File: src/hsle_pkg.sv
// shared types and codes for the hash set lookup engine
package hsle_pkg;

    // operation codes on the action field
    localparam logic [1:0] ACT_ADD    = 2'd0;
    localparam logic [1:0] ACT_REMOVE = 2'd1;
    localparam logic [1:0] ACT_TEST   = 2'd2;

    localparam int ACTION_W = 2;
    localparam int KEY_W    = 32;

    // controller to datapath
    typedef struct packed {
        logic clear;   // zero one valid row
        logic accept;  // capture request and read its bucket row
        logic commit;  // write back the row and load the result
    } t_cmd;

    // datapath to controller
    typedef struct packed {
        logic clear_last;  // clearing pass is on its last row
        logic out_free;    // result register can take a beat
    } t_sts;

endpackage

File: src/hsle_ctrl.sv
// controller state machine: clearing pass, request accept, write-back
module hsle_ctrl import hsle_pkg::*; (
    input  logic i_clk,
    input  logic i_rst_n,
    input  logic i_req_valid,
    input  t_sts i_sts,
    output logic o_req_ready,
    output t_cmd o_cmd
);

    typedef enum logic [2:0] {
        S_CLEAR = 3'b001,
        S_IDLE  = 3'b010,
        S_EVAL  = 3'b100
    } t_state;

    t_state r_state;
    t_state n_state;

    always_comb begin
        n_state      = r_state;
        o_cmd        = '0;
        o_req_ready  = 1'b0;
        case (r_state)
            S_CLEAR: begin
                o_cmd.clear = 1'b1;
                if (i_sts.clear_last) begin
                    n_state = S_IDLE;
                end
            end
            S_IDLE: begin
                o_req_ready  = 1'b1;
                o_cmd.accept = i_req_valid;
                if (i_req_valid) begin
                    n_state = S_EVAL;
                end
            end
            S_EVAL: begin
                o_cmd.commit = i_sts.out_free;
                if (i_sts.out_free) begin
                    n_state = S_IDLE;
                end
            end
            default: begin
                n_state = S_CLEAR;
            end
        endcase
    end

    always_ff @(posedge i_clk) begin
        if (!i_rst_n) begin
            r_state <= S_CLEAR;
        end else begin
            r_state <= n_state;
        end
    end

endmodule

File: config.mk
export PLATFORM = sky130hd
export DESIGN_NAME = hsle_ctrl
export DESIGN_NICKNAME = d
export VERILOG_FILES = /design/src/hsle_pkg.sv /design/src/hsle_ctrl.sv
export SDC_FILE = /design/constraint.sdc
export NUM_CORES = 1
export LEC_CHECK = 0
export BUFFER_PORTS_ARGS = -buffer_cell sky130_fd_sc_hd__buf_2
export CAP_MARGIN = 20
export CORE_AREA = 2 2 39 41
export DETAILED_ROUTE_END_ITERATION = 10
export DIE_AREA = 0 0 41 43
export GPL_TIMING_DRIVEN = 0
export PLACE_DENSITY = 0.33
export RECOVER_POWER = 100
export REMOVE_ABC_BUFFERS = 1
export SLEW_MARGIN = 5
export SYNTH_ARGS = -nofsm -noshare
export SYNTH_HDL_FRONTEND = slang
export SYNTH_SLANG_ARGS = --single-unit
File: constraint.sdc
create_clock -name i_clk -period 2.19 [get_ports i_clk]
set_input_delay 0.3285 -clock i_clk [delete_from_list [all_inputs] [get_ports i_clk]]
set_output_delay 0.3285 -clock i_clk [all_outputs]
set_load 0.05 [all_outputs]
## Word level (Yosys, flattened, before mapping)

Index checks and enable logic that the tools add are counted.

| word-level totals | value |
|---|---|
| output and inout port bits | 4 |
| bits in registers | 3 |
| input port bits | 5 |

| cells by class | value |
|---|---|
| muxes and demuxes | 8 |
| reduce and logical (&&, ||, !) cells | 1 |
| equal/unequal tests | 6 |

Operators by type and width:

| kind | count |
|---|---|
| 3-bit two-way mux | 3 |
| 3-bit one-hot mux with 3 select lines | 1 |
| 2-bit inequality test (second input constant) | 3 |
| 1-bit two-way mux | 4 |
| 3-bit by 1-bit equality test with 1-bit output (second input constant) | 1 |
| 3-bit by 2-bit equality test with 1-bit output (second input constant) | 1 |
| 3-bit equality test (second input constant) | 1 |
| 3-bit AND reduction | 1 |

## Depth between registers and ports, before layout

Gate-level depths: netlist (run 1).

| depth | value |
|---|---|
| word-level depth | 3 |
| mapped depth | 3 |

## Least setup slack after synthesis (run 1)

No wires, ideal clock.

| timing | value |
|---|---|
| path kind | register to output |
| start | register r_state[2] |
| end | output port o_cmd[1] in the netlist's numbering |
| slack | 306 ps |
| cell stages (with the launch flop) | 3 |
| arrival time | 1,555 ps |
| buffers on the path | 0 |
| data required time | 1,862 ps |
| cells stage by stage | dfxtp_1 > nand2b_1 > nor3_1 |

RTL lines:

| element | RTL line | text |
|---|---|---|
| start: declaration | hsle_ctrl.sv:17 | `t_state r_state;` |
| start signal: assignment | hsle_ctrl.sv:54 | `r_state <= n_state;` |
| end: declaration | hsle_ctrl.sv:8 | `output t_cmd o_cmd` |

==> flow_metrics.tcl, run 1 <==
set metrics [dict create \
    outcome "finished, final reports clean" \
    wire_per_inst_um 8.84 \
    slew_violations 0 \
    slew_headroom 0.598 \
    drtPass1Iterations 1 \
    syn_inst 17 \
    ys_seq_elements 3 \
    place.port_buffers 8 \
    finalSetupViolCount 0 \
    hold_viol_final 0 \
    drt-total-wl_um 398 \
    drive_gt1_frac 0.276 \
    seq_area_um2 60.1 \
    dp_hpwl_um 304 \
    grt_pass1_wl_um 621 \
    clk_latency_ns 0.23 \
    finalCritPeriodShare 0.815 \
    fp.coreArea_um2 1380 \
    start_kind "flop" \
    setup_ws_ns 0.405 \
    cts_sinks 3 \
    grt-ovfl-total 0 \
    hold_path.class "input port to flop" \
    finalCriticalPeriod_ns 1.78 \
    cts_tree "built" \
    die_y_um 43 \
    critPathCaptureType "output pin" \
    die_w_um 41 \
    rsz0062_at_grt "no" \
    worst_pin_slew_ns 0.606 \
    multi_input_area_um2 86.3 \
    clk_pin_slew_worst_paths_ns 0.04 \
    ctsHoldBuffers 0 \
    vdd_drop_max_v 0.000206 \
    synth_area_um2 155 \
    largest-register "r_state" \
    worstSetupPathType "flop to output pin" \
    antenna_found_initial 0 \
    yosysWarnings 0 \
    maxCapViolCount 0 \
    p_leak_uw 0.0000890 \
    die_area_um2 1760 \
    fin_skew_ns 0.00137 \
    rows 14 \
    fmax_mhz 560 \
    io_pins 9 \
    start_util 0.112 \
    gp_congestion 0.580 \
    crit_arrival_ns 1.46 \
    top_regs "r_state (3)" \
    finalSetupTns_ns 0 \
    routed_via_density 3.76 \
    worstPathRequired_ns 1.86 \
    syn_to_final_growth_pct 49.2 \
    ys_types 12 \
    ys_seq_area_frac 0.387 \
    grt_usage 0.0571 \
    cts_buffers 3 \
    grt_pass1_vias 160 \
    pre_cts_slack_ns 0.852 \
    fillerInstances 162 \
    cts_buffer_depth 2 \
    p_per_area_nw_per_um2 803 \
    cts_setup_buffers 0 \
    diodes 0 \
    largest_register_ffs 3 \
    cts-root-buf "clkbuf_4" \
    ctsResizeCount 0 \
    htreeDepth 1 \
    drc 0 \
    vias 169 \
    place_area_um2 215 \
    drt_iter0_markers 0 \
    ant_nets 0 \
    timing.hold.ws_ns 0.321 \
    nNetsFinal 35 \
    critPathMaxFanout 3 \
    grt_max_degree 8 \
    synth.avg_cell_area_um2 9.13 \
    final_cell_area_um2 231 \
]
==> logic make-up after synthesis <==
| kind of cell | Yosys count | share of synthesized area |
|---|---|---|
| AOI/OAI and AO/OA | 4 | 0.161 |
| and+or+nand+nor | 9 | 0.427 |
| DFF | 3 | 0.387 |
| buffers and inverters | 1 | 0.0242 |
==> layer usage <==
| metal | wire (um) | track usage | up-vias |
|---|---|---|---|
| met5 | 0 | 0 | - |
| met4 | 14 | 0.0800 | 0 |
| met3 | 54 | 0.0157 | 2 |
| met2 | 131 | 0.0594 | 11 |
| met1 | 197 | 0.0735 | 71 |
| li1 | - | - | 85 |
==> path summary, 6_finish.rpt <==
path	startpoint	end	slack, ns	cells past startpoint
hold / removal	i_rst_n	r_state[0]$_SDFFE_PN1P_	0.32	2
setup / recovery	r_state[1]$_SDFFE_PN0P_	o_cmd[0]	0.41	3
setup reg to reg	r_state[0]$_SDFFE_PN1P_	r_state[0]$_SDFFE_PN1P_	1.08	3
hold reg to reg	r_state[0]$_SDFFE_PN1P_	r_state[0]$_SDFFE_PN1P_	0.62	2
==> report_power, final <==
part | total (uW) | switching (uW) | leakage (uW) | internal [uW]
clock network | 96.4 | 28.1 | 0.0000150 | 68.2
registers | 61.3 | 3.40 | 0.0000246 | 57.9
logic | 28.2 | 19.1 | 0.0000494 | 9.06
==> critical path: stages (launching register included) <==
cell and delay [ns]:
dfxtp_1 0.31, nand2b_1 0.18, nor3b_2 0.23, clkbuf_1 0.50
==> cell usage after synthesis <==
library cell / count / area share
dfxtp_1: 3 / 0.39
nand2b_1: 2 / 0.081
nor3_1: 2 / 0.065
nor3b_2: 2 / 0.16
a21oi_1: 1 / 0.032
and2_1: 1 / 0.040
and3b_1: 1 / 0.056
inv_1: 1 / 0.024
nor2_1: 1 / 0.024
o21ai_0: 1 / 0.032
o22ai_1: 1 / 0.040
o31a_1: 1 / 0.056
==> per-stage QoR <==
stage / instances / total power (uW) / util
final: 45 / 186 / 0.167
after global routing: 45 / 196 / 0.167
after CTS: 45 / 194 / 0.175
after detailed placement: 41 / 92.2 / 0.156
after global placement: 41 / 91.3 / 0.156
after floorplan: 17 / 82.8 / -
==> layout make-up <==
class                           count  share of cell area
Clock buffer                        4               0.114
Inverter                            1              0.0162
Tap cell                           16              0.0865
Sequential cell                     3               0.259
Timing Repair Buffer                8               0.151
Multi-Input combinational cell     13               0.373
==> cell usage in the layout, fill, tap and decap left out, types with 2 or more instances in the layout <==
cell      synthesis  layout
buf_2             0       4
clkbuf_1          0       5
clkbuf_4          0       3
dfxtp_1           3       3
nand2b_1          2       2
nor3_1            2       2
Note: power is estimated with default switching activity, not from simulation.
==> inputs of run 2 (changes only) <==
==> constraint.sdc (replaced) <==
create_clock -name i_clk -period 1.8 [get_ports i_clk]
set_input_delay 0.27 -clock i_clk [delete_from_list [all_inputs] [get_ports i_clk]]
set_output_delay 0.27 -clock i_clk [all_outputs]
set_load 0.05 [all_outputs]
==> run 2 against run 1 <==
  * Count of clock-buffer cells in the layout unchanged
  * Clock skew barely moved
  * Sequential cell count unchanged
  * Final area increased by 1.6%
  * Critical endpoint is now o_req_ready
  * Critical path type unchanged
  * Combinational power rose by 24%
  * Sequential share of layout area shrank 0.41 points
  * Largest power group unchanged
  * Die area did not move
  * Highest routed layer unchanged
==> flow_metrics.tcl, run 2 (synthesis gave the netlist of run 1 again) <==
set metrics [dict create \
    outcome "finished, final reports clean" \
    fin_skew_ns 0.00137 \
    drive_gt1_frac 0.379 \
    slew_violations 0 \
    critPathMaxFanout 5 \
    cts-root-buf "clkbuf_4" \
    top_regs "r_state (3)" \
    ctsHoldBuffers 0 \
    nNetsFinal 35 \
    r2r_slack_ns 0.69 \
    drc 0 \
    use_met3 0.0157 \
    grt_max_degree 8 \
    worstHoldPathCells 2 \
    maxCapViolCount 0 \
    cts_setup_buffers 0 \
    die_area_um2 1760 \
    die_w_um 41 \
    grt-ovfl-total 0 \
    start_kind "flop" \
    vias 169 \
    routed_via_density 3.76 \
    place_area_um2 215 \
    grt.busiest_layer "met4" \
    diodes 0 \
    dp_hpwl_um 304 \
    min-delay-start "i_rst_n" \
    final_common_cell "buf_2" \
    critPathCaptureType "output pin" \
    rows 14 \
    htreeDepth 1 \
    die_y_um 43 \
    min_to "r_state[0]$_SDFFE_PN1P_" \
    rsz0062_at_grt "no" \
    drt_iter0_markers 2 \
    io_pins 9 \
    cts_sinks 3 \
    gp_congestion 0.580 \
    grt_pass1_wl_um 621 \
    drtPass1Iterations 2 \
    worstPathBufferInverterCount 1 \
    finalSetupTns_ns 0 \
    largest-register "r_state" \
    hold_viol_final 0 \
    cts_buffers 3 \
    place.port_buffers 8 \
    slew_headroom 0.606 \
    drt-total-wl_um 394 \
    gr-usage-met2 0.0594 \
    start_util 0.112 \
    worst_pin_slew_ns 0.594 \
    grt_usage 0.0571 \
    finalCriticalPeriod_ns 1.59 \
    fp.coreArea_um2 1380 \
    met1_usage 0.0735 \
    worstSetupPathType "flop to output pin" \
    grt_pass1_vias 160 \
    final_cell_area_um2 235 \
    fmax_mhz 630 \
    hold_path.class "input port to flop" \
    clk_latency_ns 0.23 \
    crit_arrival_ns 1.32 \
    antenna_found_initial 0 \
    worstReg2RegStart "r_state[0]$_SDFFE_PN1P_" \
    cpPeakStageDelay_ns 0.47 \
    p_per_area_nw_per_um2 965 \
    worstPathRequired_ns 1.53 \
    timing.rr.end "r_state[0]$_SDFFE_PN1P_" \
    ant_nets 0 \
    finalSetupViolCount 0 \
    cts_buffer_depth 2 \
    largest_register_ffs 3 \
    cp_cell_sequence "nand2b_1, nor2_1, clkbuf_1" \
    path_delay_family "buffers and inverters" \
    r2r_cells 3 \
    syn_to_final_growth_pct 51.6 \
    cts_tree "built" \
    p_leak_uw 0.0000988 \
    layout_common_cells "4 x buf_2, 3 x clkbuf_4, 3 x clkbuf_2, 3 x dfxtp_1" \
    finalCritPeriodShare 0.883 \
    vdd_drop_max_v 0.000251 \
    clk_pin_slew_worst_paths_ns 0.04 \
    slowest_stage "clkbuf_1" \
    ctsResizeCount 0 \
    wire_per_inst_um 8.76 \
]
==> run 2: worst reg2reg max path, stage by stage, from the launching register on <==
cell     delay [ns]
dfxtp_1        0.43
nor3b_1        0.27
and2_0         0.19
o21ai_0        0.10
==> run 2: area by class of cell <==
cell class | count | area (um2)
Inverter | 1 | 3.75
Fill cell | 159 | 1150
Sequential cell | 3 | 60.1
Multi-Input combinational cell | 13 | 86.3
Clock buffer | 4 | 26.3
Tap cell | 16 | 20.0
Timing Repair Buffer | 8 | 38.8
==> run 2: stage by stage <==
stage	hold WS [ns]	std cells	setup WS, ns	total power, uW	utilization
after detailed placement	0.501	41	0.520	112	0.156
after floorplan	0.346	17	-0.0252	101	-
final	0.261	45	0.211	227	0.170
after global routing	0.286	45	0.124	240	0.170
after CTS	0.255	45	0.265	236	0.175
after global placement	0.491	41	0.543	111	0.156
==> run 2: metal layers <==
metal,share of wire,up-vias
met5,0,-
met4,0.036,0
met3,0.13,2
met2,0.34,11
met1,0.49,71
li1,-,85
==> run 2: report_power, final <==
group / total [uW] / internal (uW) / switching (uW)
Combinational: 35.1 / 11.8 / 23.3
Sequential: 74.6 / 70.5 / 4.19
Clock: 117 / 83.0 / 34.2
==> run 2: worst max path at each step <==
| stage | end | slack, ns | cells past startpoint | from |
|---|---|---|---|---|
| finish | o_req_ready | 0.21 | 3 | r_state[2]$_SDFFE_PN0P_ |
| global route | o_req_ready | 0.12 | 3 | r_state[2]$_SDFFE_PN0P_ |
| CTS | o_cmd[0] | 0.27 | 3 | r_state[1]$_SDFFE_PN0P_ |
| detailed placement | o_cmd[0] | 0.52 | 3 | r_state[1]$_SDFFE_PN0P_ |
| global placement | o_cmd[0] | 0.54 | 3 | r_state[1]$_SDFFE_PN0P_ |
| floorplan | o_cmd[1] | -0.03 | 2 | r_state[2]$_SDFFE_PN0P_ |
